File: src/rtl/slx_pkg.sv
// ----------------------------------------------------------------------------
// slx_pkg - shared types and constants of the frame receiver
// Item and result layouts, event and operation codes, queue sizes.
// ----------------------------------------------------------------------------
`default_nettype none

package slx_pkg;

  // default store size for the payload buffer
  localparam int unsigned MAX_PAYLOAD_DEF = 32;
  // most payload results that one take streams out
  localparam int unsigned RESULT_LIMIT    = 32;
  // reset value of the start-of-frame register
  localparam logic [7:0]  START_BYTE_RST  = 8'hAA;

  // queue depths (powers of two, pointers wrap by truncation)
  localparam int unsigned IQ_DEPTH  = 2;
  localparam int unsigned OQ_DEPTH  = 4;
  localparam int unsigned IQ_PTR_W  = $clog2(IQ_DEPTH);
  localparam int unsigned OQ_PTR_W  = $clog2(OQ_DEPTH);
  localparam int unsigned IQ_CNT_W  = $clog2(IQ_DEPTH + 1);
  localparam int unsigned OQ_CNT_W  = $clog2(OQ_DEPTH + 1);

  // operation codes
  localparam logic OP_BYTE = 1'b0;
  localparam logic OP_TAKE = 1'b1;

  // event codes
  localparam logic [2:0] EV_NONE    = 3'd0;
  localparam logic [2:0] EV_DONE    = 3'd1;
  localparam logic [2:0] EV_BADSUM  = 3'd2;
  localparam logic [2:0] EV_IGNORED = 3'd3;
  localparam logic [2:0] EV_TOOLONG = 3'd4;

  typedef struct packed {
    logic       operation;
    logic [7:0] rx_data;
  } item_t;

  typedef struct packed {
    logic [2:0] event_res;
    logic       frame_ready;
    logic [7:0] command;
    logic [5:0] length;
    logic       payload_valid;
    logic [7:0] payload_byte;
    logic [4:0] payload_index;
    logic       last;
  } result_t;

endpackage

`default_nettype wire

File: src/rtl/slx_front.sv
// ----------------------------------------------------------------------------
// slx_front - input side of the frame receiver
// Takes items from the push/full channel into a short queue for the parser.
// ----------------------------------------------------------------------------
`default_nettype none

module slx_front (
  input  wire                clk_i,
  input  wire                rst_ni,
  input  wire                push_i,
  output logic               full_o,
  input  wire                operation_i,
  input  wire  [7:0]         rx_data_i,
  output logic               item_vld_o,
  output slx_pkg::item_t     item_o,
  input  wire                item_pop_i
);

  slx_pkg::item_t                        slot_q [slx_pkg::IQ_DEPTH];
  logic [slx_pkg::IQ_PTR_W-1:0]          wr_ptr_q, rd_ptr_q;
  logic [slx_pkg::IQ_CNT_W-1:0]          cnt_q, cnt_d;
  logic                                  wr_en, rd_en;

  assign full_o     = (cnt_q == slx_pkg::IQ_CNT_W'(slx_pkg::IQ_DEPTH));
  assign item_vld_o = (cnt_q != '0);
  assign item_o     = slot_q[rd_ptr_q];
  assign wr_en      = push_i && !full_o;
  assign rd_en      = item_pop_i && item_vld_o;

  // occupancy
  always_comb begin
    cnt_d = cnt_q;
    if (wr_en && !rd_en) begin
      cnt_d = cnt_q + 1'b1;
    end else if (!wr_en && rd_en) begin
      cnt_d = cnt_q - 1'b1;
    end
  end

  // pointers and count
  always_ff @(posedge clk_i or negedge rst_ni) begin
    if (!rst_ni) begin
      wr_ptr_q <= '0;
      rd_ptr_q <= '0;
      cnt_q    <= '0;
    end else begin
      if (wr_en) wr_ptr_q <= wr_ptr_q + 1'b1;
      if (rd_en) rd_ptr_q <= rd_ptr_q + 1'b1;
      cnt_q <= cnt_d;
    end
  end

  // item slots
  always_ff @(posedge clk_i) begin
    if (wr_en) begin
      slot_q[wr_ptr_q].operation <= operation_i;
      slot_q[wr_ptr_q].rx_data   <= rx_data_i;
    end
  end

endmodule

`default_nettype wire

File: src/rtl/slx_back.sv
// ----------------------------------------------------------------------------
// slx_back - parser and take engine of the frame receiver
// Runs the frame state machine, keeps the payload buffer, streams taken frames.
// ----------------------------------------------------------------------------
`default_nettype none

module slx_back #(
  parameter int unsigned MAX_PAYLOAD = slx_pkg::MAX_PAYLOAD_DEF
) (
  input  wire                            clk_i,
  input  wire                            rst_ni,
  input  wire                            cfg_we_i,
  input  wire  [7:0]                     cfg_data_i,
  input  wire                            item_vld_i,
  input  slx_pkg::item_t                 item_i,
  output logic                           item_pop_o,
  input  wire  [slx_pkg::OQ_CNT_W-1:0]   oq_cnt_i,
  output logic                           res_vld_o,
  output slx_pkg::result_t               res_o
);

  localparam int unsigned AW = (MAX_PAYLOAD > 1) ? $clog2(MAX_PAYLOAD) : 1;

  // parser phases
  localparam logic [2:0] PH_HUNT = 3'd0;
  localparam logic [2:0] PH_CMD  = 3'd1;
  localparam logic [2:0] PH_LEN  = 3'd2;
  localparam logic [2:0] PH_DATA = 3'd3;
  localparam logic [2:0] PH_CSUM = 3'd4;
  localparam logic [2:0] PH_HELD = 3'd5;

  logic [2:0]        phase_q, phase_d;
  logic [7:0]        start_q;
  logic [7:0]        cmd_q, cmd_d;
  logic [5:0]        len_q, len_d;
  logic [5:0]        cnt_q, cnt_d;
  logic [7:0]        csum_q, csum_d;
  logic [4:0]        k_q, k_d;

  logic [7:0]        mem_q [MAX_PAYLOAD];
  logic [7:0]        rd_q;
  logic [AW-1:0]     rd_addr;
  logic              we;

  logic              stage_vld_q;
  slx_pkg::result_t  stage_q, res_d;

  logic              issue;
  logic [7:0]        b;
  logic [5:0]        n_len;
  logic [5:0]        k_next;
  logic              is_last;

  // credit check: room in the result queue counting the result in flight
  assign issue = item_vld_i &&
                 (({1'b0, oq_cnt_i} + (slx_pkg::OQ_CNT_W + 1)'(stage_vld_q)) <
                  (slx_pkg::OQ_CNT_W + 1)'(slx_pkg::OQ_DEPTH));

  assign b       = item_i.rx_data;
  assign n_len   = (len_q > 6'(slx_pkg::RESULT_LIMIT)) ? 6'(slx_pkg::RESULT_LIMIT) : len_q;
  assign k_next  = {1'b0, k_q} + 6'd1;
  assign is_last = (k_next == n_len);
  assign rd_addr = AW'(k_q);

  // frame state machine and take sequencing
  always_comb begin
    phase_d    = phase_q;
    cmd_d      = cmd_q;
    len_d      = len_q;
    cnt_d      = cnt_q;
    csum_d     = csum_q;
    k_d        = k_q;
    we         = 1'b0;
    item_pop_o = 1'b0;
    res_d      = '0;
    res_d.last = 1'b1;
    if (issue) begin
      if (item_i.operation == slx_pkg::OP_BYTE) begin
        item_pop_o = 1'b1;
        unique case (phase_q)
          PH_CMD: begin
            cmd_d   = b;
            csum_d  = b;
            phase_d = PH_LEN;
          end
          PH_LEN: begin
            if (b > 8'(MAX_PAYLOAD)) begin
              phase_d         = PH_HUNT;
              res_d.event_res = slx_pkg::EV_TOOLONG;
            end else begin
              len_d   = b[5:0];
              csum_d  = csum_q ^ b;
              cnt_d   = '0;
              phase_d = (b == 8'd0) ? PH_CSUM : PH_DATA;
            end
          end
          PH_DATA: begin
            we     = (cnt_q < 6'(MAX_PAYLOAD));
            csum_d = csum_q ^ b;
            cnt_d  = cnt_q + 6'd1;
            if (cnt_d >= len_q) phase_d = PH_CSUM;
          end
          PH_CSUM: begin
            if (b == csum_q) begin
              phase_d         = PH_HELD;
              res_d.event_res = slx_pkg::EV_DONE;
            end else begin
              phase_d         = PH_HUNT;
              res_d.event_res = slx_pkg::EV_BADSUM;
            end
          end
          PH_HELD: begin
            res_d.event_res = slx_pkg::EV_IGNORED;
          end
          default: begin
            phase_d = (b == start_q) ? PH_CMD : PH_HUNT;
          end
        endcase
      end else if (phase_q != PH_HELD) begin
        // take with nothing held
        item_pop_o = 1'b1;
      end else begin
        res_d.frame_ready = 1'b1;
        res_d.command     = cmd_q;
        res_d.length      = len_q;
        if (n_len == 6'd0) begin
          item_pop_o = 1'b1;
          phase_d    = PH_HUNT;
        end else begin
          res_d.payload_valid = 1'b1;
          res_d.payload_index = k_q;
          res_d.last          = is_last;
          if (is_last) begin
            item_pop_o = 1'b1;
            k_d        = '0;
            phase_d    = PH_HUNT;
          end else begin
            k_d = k_next[4:0];
          end
        end
      end
    end
  end

  // parser state
  always_ff @(posedge clk_i or negedge rst_ni) begin
    if (!rst_ni) begin
      phase_q     <= PH_HUNT;
      start_q     <= slx_pkg::START_BYTE_RST;
      cmd_q       <= '0;
      len_q       <= '0;
      cnt_q       <= '0;
      csum_q      <= '0;
      k_q         <= '0;
      stage_vld_q <= 1'b0;
    end else begin
      phase_q     <= phase_d;
      cmd_q       <= cmd_d;
      len_q       <= len_d;
      cnt_q       <= cnt_d;
      csum_q      <= csum_d;
      k_q         <= k_d;
      stage_vld_q <= issue;
      if (cfg_we_i) start_q <= cfg_data_i;
    end
  end

  // payload buffer, registered read lines up with the result stage
  always_ff @(posedge clk_i) begin
    if (we) mem_q[cnt_q[AW-1:0]] <= b;
    rd_q    <= mem_q[rd_addr];
    stage_q <= res_d;
  end

  // result stage output, payload byte merged from the buffer read
  always_comb begin
    res_o = stage_q;
    res_o.payload_byte = stage_q.payload_valid ? rd_q : 8'd0;
  end
  assign res_vld_o = stage_vld_q;

endmodule

`default_nettype wire

File: src/rtl/slx_outq.sv
// ----------------------------------------------------------------------------
// slx_outq - result queue of the frame receiver
// Holds finished results until the consumer pops them.
// ----------------------------------------------------------------------------
`default_nettype none

module slx_outq (
  input  wire                            clk_i,
  input  wire                            rst_ni,
  input  wire                            wr_i,
  input  slx_pkg::result_t               wr_data_i,
  input  wire                            pop_i,
  output logic                           empty_o,
  output slx_pkg::result_t               head_o,
  output logic [slx_pkg::OQ_CNT_W-1:0]   cnt_o
);

  slx_pkg::result_t                 slot_q [slx_pkg::OQ_DEPTH];
  logic [slx_pkg::OQ_PTR_W-1:0]     wr_ptr_q, rd_ptr_q;
  logic [slx_pkg::OQ_CNT_W-1:0]     cnt_q;
  logic                             rd_en;

  assign empty_o = (cnt_q == '0);
  assign head_o  = slot_q[rd_ptr_q];
  assign cnt_o   = cnt_q;
  assign rd_en   = pop_i && !empty_o;

  // pointers and count; the back end never writes into a full queue
  always_ff @(posedge clk_i or negedge rst_ni) begin
    if (!rst_ni) begin
      wr_ptr_q <= '0;
      rd_ptr_q <= '0;
      cnt_q    <= '0;
    end else begin
      if (wr_i)  wr_ptr_q <= wr_ptr_q + 1'b1;
      if (rd_en) rd_ptr_q <= rd_ptr_q + 1'b1;
      if (wr_i && !rd_en) begin
        cnt_q <= cnt_q + 1'b1;
      end else if (!wr_i && rd_en) begin
        cnt_q <= cnt_q - 1'b1;
      end
    end
  end

  // result slots
  always_ff @(posedge clk_i) begin
    if (wr_i) slot_q[wr_ptr_q] <= wr_data_i;
  end

endmodule

`default_nettype wire

File: src/rtl/sof_len_xor_frame_receiver.sv
// ----------------------------------------------------------------------------
// sof_len_xor_frame_receiver - start/command/length/payload/XOR frame parser
// Usage:
//   Input channel (push_i/full_o): one item per accepted edge; operation_i 0
//   feeds rx_data_i to the parser, 1 takes the held frame.
//   Result channel (empty_o/pop_i): the oldest result shows while empty_o is
//   low. A byte gives one result; a take gives one result per payload byte
//   (up to 32, last_o on the final one) or a single result if the payload
//   is empty or no frame is held.
//   Config channel (cfg_valid_i/cfg_ready_o): writes the start byte; ready is
//   always high. Write only while the block is idle.
//   Throughput: one result per cycle while the result queue has room, so
//   one byte per cycle, set by the single-issue parser stage; a take of n
//   payload bytes gives n results.
//   Path: an accepted item's result passes the parser stage with registered
//   payload buffer read, then the result queue write, to reach the ports.
//   Reset: queues empty, parser hunting for the start byte, start byte 0xAA.
//   Stall: a 2-entry input queue and a 4-entry result queue let either side
//   stall; when the result queue fills, the parser halts, the input queue
//   fills and full_o rises.
// ----------------------------------------------------------------------------
`default_nettype none

module sof_len_xor_frame_receiver #(
  parameter int unsigned MAX_PAYLOAD = slx_pkg::MAX_PAYLOAD_DEF
) (
  input  wire         clk_i,
  input  wire         rst_ni,
  input  wire         push_i,
  output logic        full_o,
  input  wire         operation_i,
  input  wire  [7:0]  rx_data_i,
  output logic        empty_o,
  input  wire         pop_i,
  output logic [2:0]  event_res_o,
  output logic        frame_ready_o,
  output logic [7:0]  command_o,
  output logic [5:0]  length_o,
  output logic        payload_valid_o,
  output logic [7:0]  payload_byte_o,
  output logic [4:0]  payload_index_o,
  output logic        last_o,
  input  wire         cfg_valid_i,
  output logic        cfg_ready_o,
  input  wire  [7:0]  cfg_start_byte_i
);

  slx_pkg::item_t                    item;
  logic                              item_vld, item_pop;
  logic                              res_vld;
  slx_pkg::result_t                  res, head;
  logic [slx_pkg::OQ_CNT_W-1:0]      oq_cnt;

  assign cfg_ready_o = 1'b1;

  slx_front u_front (
    .clk_i       (clk_i),
    .rst_ni      (rst_ni),
    .push_i      (push_i),
    .full_o      (full_o),
    .operation_i (operation_i),
    .rx_data_i   (rx_data_i),
    .item_vld_o  (item_vld),
    .item_o      (item),
    .item_pop_i  (item_pop)
  );

  slx_back #(
    .MAX_PAYLOAD (MAX_PAYLOAD)
  ) u_back (
    .clk_i      (clk_i),
    .rst_ni     (rst_ni),
    .cfg_we_i   (cfg_valid_i && cfg_ready_o),
    .cfg_data_i (cfg_start_byte_i),
    .item_vld_i (item_vld),
    .item_i     (item),
    .item_pop_o (item_pop),
    .oq_cnt_i   (oq_cnt),
    .res_vld_o  (res_vld),
    .res_o      (res)
  );

  slx_outq u_outq (
    .clk_i     (clk_i),
    .rst_ni    (rst_ni),
    .wr_i      (res_vld),
    .wr_data_i (res),
    .pop_i     (pop_i),
    .empty_o   (empty_o),
    .head_o    (head),
    .cnt_o     (oq_cnt)
  );

  // result fields
  assign event_res_o     = head.event_res;
  assign frame_ready_o   = head.frame_ready;
  assign command_o       = head.command;
  assign length_o        = head.length;
  assign payload_valid_o = head.payload_valid;
  assign payload_byte_o  = head.payload_byte;
  assign payload_index_o = head.payload_index;
  assign last_o          = head.last;

endmodule

`default_nettype wire

File: config.mk
export PLATFORM = sky130hd
export DESIGN_NAME = sof_len_xor_frame_receiver
export DESIGN_NICKNAME = d
export VERILOG_FILES = /design/src/rtl/slx_pkg.sv /design/src/rtl/slx_front.sv /design/src/rtl/slx_back.sv /design/src/rtl/slx_outq.sv /design/src/rtl/sof_len_xor_frame_receiver.sv
export SDC_FILE = /design/constraint.sdc
export NUM_CORES = 1
export LEC_CHECK = 0
export BUFFER_PORTS_ARGS = -buffer_cell sky130_fd_sc_hd__clkbuf_2
export CAP_MARGIN = 20
export CORE_AREA = 2 2 202 204
export DETAILED_ROUTE_END_ITERATION = 8
export DIE_AREA = 0 0 204 206
export HOLD_SLACK_MARGIN = 0.08
export PLACE_DENSITY = 0.68
export REMOVE_ABC_BUFFERS = 1
export SLEW_MARGIN = 20
export SYNTH_ARGS = -nofsm -noshare
export SYNTH_HDL_FRONTEND = slang
export SYNTH_SLANG_ARGS = --single-unit
File: constraint.sdc
create_clock -name clk_i -period 3.02 [get_ports clk_i]
set_input_delay 0 -clock clk_i [delete_from_list [all_inputs] [get_ports clk_i]]
set_output_delay 0 -clock clk_i [all_outputs]
set_load 0.05 [all_outputs]
==> results.sh, run 1 <==
export IMPL_placeableCoreArea_sq_um=40200
export IMPL_intPower_uw=13400
export IMPL_antenna_cells=0
export IMPL_p_sw_uw=5960
export IMPL_crit_type="flip-flop to flip-flop"
export IMPL_synth_edff_count=406
export IMPL_grt_pass1_wl_mm=62.0
export IMPL_use_met3=0.0334
export IMPL_fin_hold_ws_ps=76.5
export IMPL_hold_path_class="input port to async pin"
export IMPL_yosys_area_top_type="edfxtp_1"
export IMPL_pwr_share_seq=0.452
export IMPL_synth_top_cell_area_share=0.620
export IMPL_cp_arrival_ps=3370
export IMPL_ios=58
export IMPL_yosys_warnings=0
export IMPL_p_clk_frac=0.315
export IMPL_wl_per_cell_microns=21.6
export IMPL_synth_distinct_cells=65
export IMPL_grt_pass1_vias=10600
export IMPL_nets=1319
export IMPL_drc=0
export IMPL_reg2reg_slack_ps=110
export IMPL_synth_compound_area_frac=0.0524
export IMPL_layout_drive_gt1_share=0.254
export IMPL_yosys_area_share_adder=0.0118
export IMPL_clkTransAtPathRegs_ps=70
export IMPL_report_final_slew_viol_count=0
export IMPL_worstMarginPinSlew_ps=864
export IMPL_peakVddDrop_uv=487
export IMPL_cp_slowest_cell="a2111o_1"
export IMPL_relSlewSlack=0.424
export IMPL_synth_seq_cells=495
export IMPL_pre_cts_slack_ps=80.7
export IMPL_finalCritPeriodShare=0.963
export IMPL_critical_path_top_delay_family="compound AO/OA/AOI/OAI gates"
export IMPL_dpl_hpwl_mm=24.2
export IMPL_die_x_microns=204
export IMPL_rows=74
export IMPL_post_cts_buffers=0
export IMPL_outcome="completed"
export IMPL_synth_area_leaders="edfxtp_1 62%, mux4_2 8.4%, dfrtp_1 6.6%"
export IMPL_leakage_uw=0.00783
export IMPL_cellPowerDensity_nw_per_um2=846
export IMPL_multiInputGateArea_sq_um=5040
export IMPL_cap_violations=0
export IMPL_ff2ff_path_depth=9
export IMPL_num_fill_cells=3081
export IMPL_muxShareOfSynthArea=0.122
export IMPL_first_iter_violations=752
export IMPL_root_buffer="clkbuf_16"
export IMPL_cts_max_level=2
export IMPL_grt_max_degree=92
export IMPL_synth_top_family_by_area="multiplexers"
export IMPL_max_freq_mhz=344
export IMPL_portBuffers=56
export IMPL_dr_total_vias=10300
export IMPL_p_comb_frac=0.232
export IMPL_die_h_microns=206
export IMPL_synthesis_area_sq_um=19700
export IMPL_seq_area_frac_synth=0.725
export IMPL_synth_most_common_cell="edfxtp_1"
export IMPL_ant_nets=0
export IMPL_cts_sink_count=495
export IMPL_crit_path_end_kind="flip-flop"
export IMPL_async_reset_ff_frac=0.113
export IMPL_setup_viol=0
export IMPL_clock_skew_ps=23.5
export IMPL_overflow=0
export IMPL_numCtsBuffers=49
export IMPL_top_usage_layer="met2"
export IMPL_wl_mm=39.9
export IMPL_p_sw_frac=0.307
export IMPL_synth_xor_area_share=0.0181
export IMPL_area_growth_synth_to_final_pct=16.5
export IMPL_synthSimpleGateAreaFrac=0.0515
export IMPL_worst_ep_required_time_ps=3480
export IMPL_grtUsageTotal=0.195
export IMPL_ys_flop_type="edfxtp_1"
export IMPL_crit_chain="inv_1 -> or3_1 -> xnor2_1 -> ha_1 -> a2111o_1 -> o21ba_2 -> o21ai_0 -> a311oi_2 -> mux2_1"
export IMPL_critical_path_startpoint_type="flip-flop"
export IMPL_clkLatencyLatePin_ps=580
export IMPL_r2r_end="u_back.phase_q[0]"
export IMPL_timing_final_ws_setup_ps=110
export IMPL_cts_tree="built"
export IMPL_setup_tns_ps=0
export IMPL_worst_path_buf_inv=1
export IMPL_period_minus_slack_ps=2910
export IMPL_synth_commonest_cells="406 x edfxtp_1, 73 x mux4_2, 55 x mux2i_1"
export IMPL_finalNonFillerCells=1851
export IMPL_gp_congestion=0.790
export IMPL_dpl_cell_count=1732
export IMPL_vias_per_cell=5.57
export IMPL_slowest_delay_ps=460
export IMPL_synthCells=1123
export IMPL_syn_area_per_cell_sq_um=17.5
export IMPL_drtPass1Iterations=5
export IMPL_antenna_found_initial=0
export IMPL_worstReg2RegStart="u_back.cnt_q[1]"
export IMPL_fp_dieArea_sq_um=42000
export IMPL_start_util=0.489
export IMPL_clk_path_buf_depth=3
export IMPL_seqCellArea_sq_um=14300
export IMPL_grtUsageMet1=0.274
export IMPL_grt_util_met2=0.320
export IMPL_worstPathMaxFanout=5
export IMPL_hold_viol=0
-- cells in the final DEF, fill, tap and decap left out, types with 10 or more instances in the layout --
cell	n
inv_1	25
xnor2_1	27
mux4_2	73
ha_1	17
nand2_1	42
o221ai_1	25
and2_1	29
clkbuf_2	55
xor2_1	11
mux2i_1	55
mux2_2	11
dlygate4sd3_1	28
a31oi_1	11
dfxtp_1	33
clkbuf_16	53
nor2_1	52
a21oi_1	12
buf_4	78
o22ai_1	15
o21ai_0	35
dfrtp_1	49
edfxtp_1	406
nand3_1	17
clkinv_2	10
a21o_1	13
-- stage by stage --
| stage | total power [uW] | utilization | area (sq um) |
|---|---|---|---|
| floorplan | 12000 | - | 19400 |
| global placement | 13300 | 0.522 | 21000 |
| detailed placement | 13400 | 0.522 | 21000 |
| CTS | 19600 | 0.570 | 22900 |
| global route | 20200 | 0.570 | 22900 |
| finish | 19400 | 0.570 | 22900 |
-- worst max path at each step --
stage | slack, ps | depth (start not counted) | from | end
4_1_cts | 30 | 8 | u_back.cnt_q[1] | u_back.phase_q[0]
3_3_place_gp | 210 | 8 | u_back.cnt_q[1] | u_back.phase_q[0]
3_5_place_dp | 80 | 8 | u_back.cnt_q[1] | u_back.phase_q[0]
2_1_floorplan | -2450 | 10 | u_back.k_q[0] | u_front.cnt_q[1]
6_report | 110 | 9 | u_back.cnt_q[1] | u_back.phase_q[0]
5_1_grt | -20 | 8 | u_back.cnt_q[1] | u_back.phase_q[0]
-- cell families after synthesis --
group | after synthesis
AOI/OAI and AO/OA | 145
xor gates and xnor gates | 39
adders and majority gates | 18
buffers and inverters | 84
DFF | 495
muxes | 145
other | 1
and+or+nand+nor | 196
-- power groups by stage --
stage / clock network, uW / logic [uW] / registers, uW
2_1_floorplan: 0 / 3010 / 8990
3_5_place_dp: 0 / 4520 / 8920
5_1_grt: 6520 / 4850 / 8840
4_1_cts: 6240 / 4570 / 8780
6_report: 6120 / 4510 / 8770
3_3_place_gp: 0 / 4450 / 8880
-- per-layer routing --
metal  vias up  part of all wire  wire length (microns)
met5         -                 0                      0
met4         0             0.019                    757
met3        53             0.052                   2090
met2       285              0.49                  19700
met1      5256              0.44                  17400
li1       4721                 -                      -
-- timing repair --
action | 4_1_cts | 5_1_grt
hold buffers | 28 | 0
endpoints found under the hold margin | 82 | 0
setup endpoints to repair | 2 | 3
resized for setup | 1 | 1
-- registers in the layout, indices dropped and copies added, names as in the netlist, 2 cells and up --
name and count:
u_outq.wr_ptr_q 2, u_back.cnt_q 6, u_back.rd_q 8, u_back.phase_q 3
u_back.cmd_q 8, u_outq.cnt_o 3, u_back.k_q 5, u_front.cnt_q 2
u_front.slot_q 18, u_back.res_o 25, u_outq.slot_q 132, u_back.len_q 6
u_outq.rd_ptr_q 2, u_back.csum_q 8, u_back.mem_q 256, u_back.start_q 8
-- layout make-up --
cell class / count / area share
Clock buffer: 61 / 0.0618
Tap cell: 532 / 0.0290
Inverter: 25 / 0.00409
Clock inverter: 30 / 0.0108
Multi-Input combinational cell: 544 / 0.220
Timing Repair Buffer: 164 / 0.0518
Sequential cell: 495 / 0.622
No activity file was read; power rests on OpenSTA's default activity.
==> inputs of run 2 (changes only) <==
--- a/config.mk
+++ b/config.mk
@@ -5,13 +5,13 @@
 export SDC_FILE = /design/constraint.sdc
 export NUM_CORES = 1
 export LEC_CHECK = 0
-export BUFFER_PORTS_ARGS = -buffer_cell sky130_fd_sc_hd__clkbuf_2
 export CAP_MARGIN = 20
 export CORE_AREA = 2 2 202 204
 export DETAILED_ROUTE_END_ITERATION = 8
 export DIE_AREA = 0 0 204 206
+export DONT_BUFFER_PORTS = 1
 export HOLD_SLACK_MARGIN = 0.08
-export PLACE_DENSITY = 0.68
+export PLACE_DENSITY = 0.71
 export REMOVE_ABC_BUFFERS = 1
 export SLEW_MARGIN = 20
 export SYNTH_ARGS = -nofsm -noshare
==> results.sh, run 2 (same netlist as run 1, synthesis figures left out) <==
export IMPL_outcome="completed"
export IMPL_ant_nets=0
export IMPL_peakVddDrop_uv=540
export IMPL_portBuffers=0
export IMPL_start_util=0.489
export IMPL_cts_sink_count=495
export IMPL_grt_pass1_vias=10400
export IMPL_dpl_cell_count=1669
export IMPL_hp_start="cfg_valid_i"
export IMPL_r2r_end="u_back.phase_q[2]"
export IMPL_grt_setup_unrepaired="false"
export IMPL_antenna_found_initial=0
export IMPL_die_x_microns=204
export IMPL_cap_violations=0
export IMPL_antenna_cells=0
export IMPL_gp_congestion=0.827
export IMPL_crit_path_end_kind="flip-flop"
export IMPL_vias_per_cell=5.67
export IMPL_clock_skew_ps=13.9
export IMPL_worst_ep_required_time_ps=3480
export IMPL_p_sw_frac=0.309
export IMPL_clkLatencyLatePin_ps=590
export IMPL_nets=1269
export IMPL_final_cell_mix="406 x edfxtp_1, 73 x mux4_2, 71 x buf_4"
export IMPL_largest_reg_flops=256
export IMPL_worstMarginPinSlew_ps=776
export IMPL_pwr_share_seq=0.462
export IMPL_cellPowerDensity_nw_per_um2=837
export IMPL_relSlewSlack=0.481
export IMPL_drc=0
export IMPL_period_minus_slack_ps=2860
export IMPL_grt_pass1_wl_mm=61.2
export IMPL_numCtsBuffers=49
export IMPL_rows=74
export IMPL_holdPathEnd="u_back.start_q[6]"
export IMPL_layout_commonest_cell="edfxtp_1"
export IMPL_drtPass1Iterations=5
export IMPL_area_growth_synth_to_final_pct=15.3
export IMPL_ios=58
export IMPL_dr_total_vias=10200
export IMPL_final_core_util=0.564
export IMPL_hold_path_class="input port to flip-flop"
export IMPL_worstPathMaxFanout=5
export IMPL_finalCritPeriodShare=0.946
export IMPL_p_comb_frac=0.227
export IMPL_ff2ff_path_depth=9
export IMPL_die_h_microns=206
export IMPL_root_buffer="clkbuf_16"
export IMPL_overflow=0
export IMPL_cts_tree="built"
export IMPL_wl_mm=39.6
export IMPL_first_iter_violations=960
export IMPL_crit_type="flip-flop to flip-flop"
export IMPL_holdPathStages=2
export IMPL_p_sw_uw=5860
export IMPL_placeableCoreArea_sq_um=40200
export IMPL_fp_dieArea_sq_um=42000
export IMPL_dpl_hpwl_mm=23.6
export IMPL_layout_drive_gt1_share=0.211
export IMPL_intPower_uw=13100
export IMPL_wl_per_cell_microns=21.9
export IMPL_reg2reg_slack_ps=160
export IMPL_hold_viol=0
export IMPL_grtUsageTotal=0.192
export IMPL_p_clk_frac=0.311
export IMPL_worstReg2RegStart="u_back.cnt_q[1]"
export IMPL_finalNonFillerCells=1802
export IMPL_clk_path_buf_depth=3
export IMPL_grt_max_degree=92
export IMPL_leakage_uw=0.00760
export IMPL_cts_max_level=2
export IMPL_critical_path_startpoint_type="flip-flop"
export IMPL_max_freq_mhz=350
export IMPL_setup_viol=0
export IMPL_report_final_slew_viol_count=0
export IMPL_cp_arrival_ps=3320
export IMPL_clkTransAtPathRegs_ps=60
run 2: worst max path at each step:
| stage | depth (start not counted) | slack, ps | from | end |
|---|---|---|---|---|
| 3_3_place_gp | 8 | 220 | u_back.cnt_q[1] | u_back.phase_q[2] |
| 3_5_place_dp | 8 | 100 | u_back.cnt_q[1] | u_back.phase_q[2] |
| 4_1_cts | 8 | 110 | u_back.cnt_q[1] | u_back.phase_q[2] |
| 5_1_grt | 8 | 60 | u_back.cnt_q[1] | u_back.phase_q[0] |
| 2_1_floorplan | 10 | -2450 | u_back.k_q[0] | u_front.cnt_q[1] |
| 6_report | 9 | 160 | u_back.cnt_q[1] | u_back.phase_q[2] |
run 2: critical path, stage by stage, from the launching register on:
cell and delay (ps):
dfrtp_1 420, inv_1 110, or3_1 440, xnor2_1 150, ha_1 300, a2111o_1 450
o21ba_2 230, o21ai_0 190, a311oi_2 100, mux2_1 350
run 2: layout make-up:
type,instances,area (sq um)
inverters,25,93.8
flip-flops and latches,495,14300
clock buffers,72,1410
clock inverters,20,173
multi-input cells,544,5050
repair buffers,114,1020
well taps,532,666
fillers,2972,17500
run 2: power groups by stage:
| stage | logic, uW | clock network (uW) | registers (uW) |
|---|---|---|---|
| global placement | 4170 | 0 | 8850 |
| finish | 4310 | 5910 | 8760 |
| global route | 4620 | 6290 | 8820 |
| detailed placement | 4260 | 0 | 8890 |
| CTS | 4350 | 6010 | 8760 |
| floorplan | 3010 | 0 | 8990 |
run 2: layer usage:
metal	track usage	part of all wire	wire, microns	vias up
li1	-	-	-	4620
met1	0.265	0.44	17500	5274
met2	0.311	0.49	19300	259
met3	0.0363	0.046	1820	73
met4	0.0598	0.024	943	0
met5	0	0	0	-
run 2: repair_timing:
action / CTS / global route
hold endpoints to repair: 108 / 0
gates resized for setup: 0 / 2
setup buffers: 0 / 0
hold buffers: 41 / 0
setup endpoints to repair: 0 / 2
run 2: through the flow:
| stage | total power [uW] | area [sq um] | hold WS, ps | worst slack [ps] | setup TNS, ps |
|---|---|---|---|---|---|
| 6_report | 19000 | 22700 | 114 | 164 | 0 |
| 5_1_grt | 19700 | 22700 | 87.6 | 58.7 | 0 |
| 4_1_cts | 19100 | 22700 | 86.9 | 105 | 0 |
| 3_5_place_dp | 13100 | 20600 | -295 | 96.7 | 0 |
| 3_3_place_gp | 13000 | 20600 | -295 | 220 | 0 |
| 2_1_floorplan | 12000 | 19400 | -296 | -2450 | -36670 |
==> inputs of run 3 (changes only) <==
--- a/config.mk
+++ b/config.mk
@@ -5,10 +5,11 @@
 export SDC_FILE = /design/constraint.sdc
 export NUM_CORES = 1
 export LEC_CHECK = 0
+export ABC_AREA = 1
 export CAP_MARGIN = 20
-export CORE_AREA = 2 2 202 204
+export CORE_AREA = 2 2 204 206
 export DETAILED_ROUTE_END_ITERATION = 8
-export DIE_AREA = 0 0 204 206
+export DIE_AREA = 0 0 206 208
 export DONT_BUFFER_PORTS = 1
 export HOLD_SLACK_MARGIN = 0.08
 export PLACE_DENSITY = 0.71
==> results.sh, run 3 <==
export IMPL_synth_area_leaders="edfxtp_1 61%, dfrtp_1 6.5%, nand2_1 6.1%"
export IMPL_cp_slowest_cell="nor2_1"
export IMPL_numCtsBuffers=48
export IMPL_start_util=0.495
export IMPL_area_growth_synth_to_final_pct=14.8
export IMPL_final_cell_mix="406 x edfxtp_1, 327 x nand2_1, 208 x nor2_1"
export IMPL_drc=0
export IMPL_wl_mm=45.5
export IMPL_slowest_delay_ps=560
export IMPL_hold_viol=0
export IMPL_clock_skew_ps=30.8
export IMPL_seq_area_frac_synth=0.710
export IMPL_setup_viol=0
export IMPL_synthesis_area_sq_um=20100
export IMPL_worstMarginPinSlew_ps=895
export IMPL_peakVddDrop_uv=758
export IMPL_synth_seq_cells=495
export IMPL_first_iter_violations=1287
export IMPL_die_x_microns=206
export IMPL_crit_chain="inv_2 -> nand2_1 -> nand2_2 -> nand2_1 -> nor2_1 -> nand2_1 -> nand3_2 -> nand3_4 -> nor2_8 -> nand3_4 -> nor2_1"
export IMPL_dpl_cell_count=2247
export IMPL_grt_pass1_vias=12800
export IMPL_cap_violations=0
export IMPL_largest_reg_flops=256
export IMPL_clkTransAtPathRegs_ps=60
export IMPL_synth_top_cell_area_share=0.607
export IMPL_crit_top_cell="nand2_1"
export IMPL_leakage_uw=0.00859
export IMPL_worstPathMaxFanout=17
export IMPL_outcome="completed"
export IMPL_overflow=0
export IMPL_drtPass1Iterations=6
export IMPL_finalNonFillerCells=2367
export IMPL_ios=58
export IMPL_cellPowerDensity_nw_per_um2=872
export IMPL_ys_flop_type="edfxtp_1"
export IMPL_fin_hold_ws_ps=92.3
export IMPL_grtUsageTotal=0.214
export IMPL_layout_commonest_cell="edfxtp_1"
export IMPL_worst_ep_required_time_ps=3260
export IMPL_portBuffers=0
export IMPL_synth_most_common_cell="edfxtp_1"
export IMPL_hold_path_class="input port to flip-flop"
export IMPL_antenna_cells=0
export IMPL_relSlewSlack=0.401
export IMPL_async_reset_ff_frac=0.113
export IMPL_critical_path_startpoint_type="flip-flop"
export IMPL_gp_congestion=0.862
export IMPL_worst_path_buf_inv=1
export IMPL_clk_path_buf_depth=3
export IMPL_synth_edff_count=406
export IMPL_num_fill_cells=3240
export IMPL_max_freq_mhz=352
export IMPL_cp_arrival_ps=3080
export IMPL_die_h_microns=208
export IMPL_synth_distinct_cells=46
export IMPL_fp_dieArea_sq_um=42800
export IMPL_root_buffer="clkbuf_16"
export IMPL_rows=74
export IMPL_cts_sink_count=495
export IMPL_period_minus_slack_ps=2840
export IMPL_antenna_found_initial=0
export IMPL_multiInputGateArea_sq_um=5100
export IMPL_nets=1838
export IMPL_dpl_hpwl_mm=28.0
export IMPL_seqCellArea_sq_um=14300
export IMPL_crit_type="flip-flop to flip-flop"
export IMPL_critical_path_top_delay_family="simple AND/OR/NAND/NOR gates"
export IMPL_synthCells=1703
export IMPL_grt_max_degree=90
export IMPL_syn_area_per_cell_sq_um=11.8
export IMPL_dr_total_vias=13100
export IMPL_grt_pass1_wl_mm=70.2
export IMPL_clkLatencyLatePin_ps=610
export IMPL_ant_nets=0
export IMPL_layout_drive_gt1_share=0.111
export IMPL_crit_path_end_kind="flip-flop"
export IMPL_report_final_slew_viol_count=0
export IMPL_grt_setup_unrepaired="true"
export IMPL_cts_tree="built"
export IMPL_yosys_area_top_type="edfxtp_1"
export IMPL_synth_commonest_cells="406 x edfxtp_1, 327 x nand2_1, 211 x nor2_1"
export IMPL_vias_per_cell=5.53
export IMPL_placeableCoreArea_sq_um=40600
export IMPL_cts_max_level=2
export IMPL_wl_per_cell_microns=19.2
export IMPL_yosys_warnings=0
export IMPL_finalCritPeriodShare=0.942
-- run 3: cell types whose count changed after synthesis, moves of 25 or more --
| cell | previous run | this run |
|---|---|---|
| mux4_2 | 73 | 0 |
| inv_1 | 25 | 98 |
| nor2_1 | 52 | 211 |
| a21oi_1 | 12 | 60 |
| o21ai_0 | 35 | 194 |
| clkbuf_1 | 33 | 59 |
| and2_1 | 29 | 0 |
| o221ai_1 | 25 | 0 |
| nand2_1 | 42 | 327 |
| o22ai_1 | 15 | 76 |
-- run 3: layout make-up --
| cell class | count | share of cell area |
|---|---|---|
| Clock buffer | 55 | 0.0537 |
| Timing Repair Buffer | 126 | 0.0467 |
| Tap cell | 532 | 0.0289 |
| Multi-Input combinational cell | 1024 | 0.221 |
| Inverter | 103 | 0.0170 |
| Sequential cell | 495 | 0.619 |
| Clock inverter | 32 | 0.0143 |
-- run 3: worst register-to-register path: stages, from the launching register on --
cell and delay [ps]:
dfrtp_1 380, inv_2 240, nand2_1 160, nand2_2 110, nand2_1 60, nor2_1 150, nand2_1 120, nand3_2 120
nand3_4 150, nor2_8 240, nand3_4 210, nor2_1 560
-- run 3: final timing paths --
| path | depth (start not counted) | endpoint | from | slack (ps) |
|---|---|---|---|---|
| max | 11 | u_back.mem_q[14][1] | u_front.rd_ptr_q | 180 |
| max reg2reg | 11 | u_back.mem_q[14][1] | u_front.rd_ptr_q | 180 |
| max in group asynchronous | 4 | u_back.cnt_q[5] | rst_ni | 2090 |
| min reg2reg | 0 | u_outq.slot_q[0][4] | u_back.res_o[4] | 480 |
| min in group asynchronous | 3 | u_back.start_q[7] | rst_ni | 620 |
| min | 1 | u_front.slot_q[0][8] | operation_i | 90 |
-- run 3: timing repair --
item	4_1_cts	5_1_grt
hold buffers	33	0
setup endpoints to repair	0	16
hold endpoints to repair	108	0
buffers inserted	0	0
resized for setup	0	2
-- run 3: cell families (layout without fill, tap and decap cells) --
| group | Yosys count | after routing | synth area share |
|---|---|---|---|
| flops | 495 | 495 | 0.710 |
| other cells | 1 | 1 | 0.000187 |
| xor+xnor | 10 | 10 | 0.00436 |
| buf+inv | 184 | 316 | 0.0371 |
| fa+ha+maj | 18 | 18 | 0.0116 |
| compound gates | 353 | 353 | 0.0952 |
| simple gates | 609 | 609 | 0.125 |
| mux | 33 | 33 | 0.0165 |
-- run 3: routing by layer --
metal / wire, microns / vias to the layer above / global-route usage
met2: 21600 / 488 / 0.345
met3: 2930 / 91 / 0.0269
met1: 19800 / 6342 / 0.300
met4: 1210 / 0 / 0.0793
li1: - / 6162 / -
met5: 0 / - / 0
-- run 3: per-stage QoR --
stage	cell area, sq um	power (uW)	setup TNS, ps	util	setup slack [ps]
floorplan	19700	12300	-40480	-	-2550
global placement	21100	14100	0	0.521	339
detailed placement	21100	14200	0	0.521	223
CTS	23100	20200	0	0.568	209
global route	23100	20900	-9.53	0.569	-1.98
finish	23100	20100	0	0.569	176
-- run 3: where the power goes --
part	switching, uW	total (uW)	internal [uW]
logic	3990	5340	1350
registers	301	8820	8510
clock network	2560	5950	3390
total	6850	20100	13300
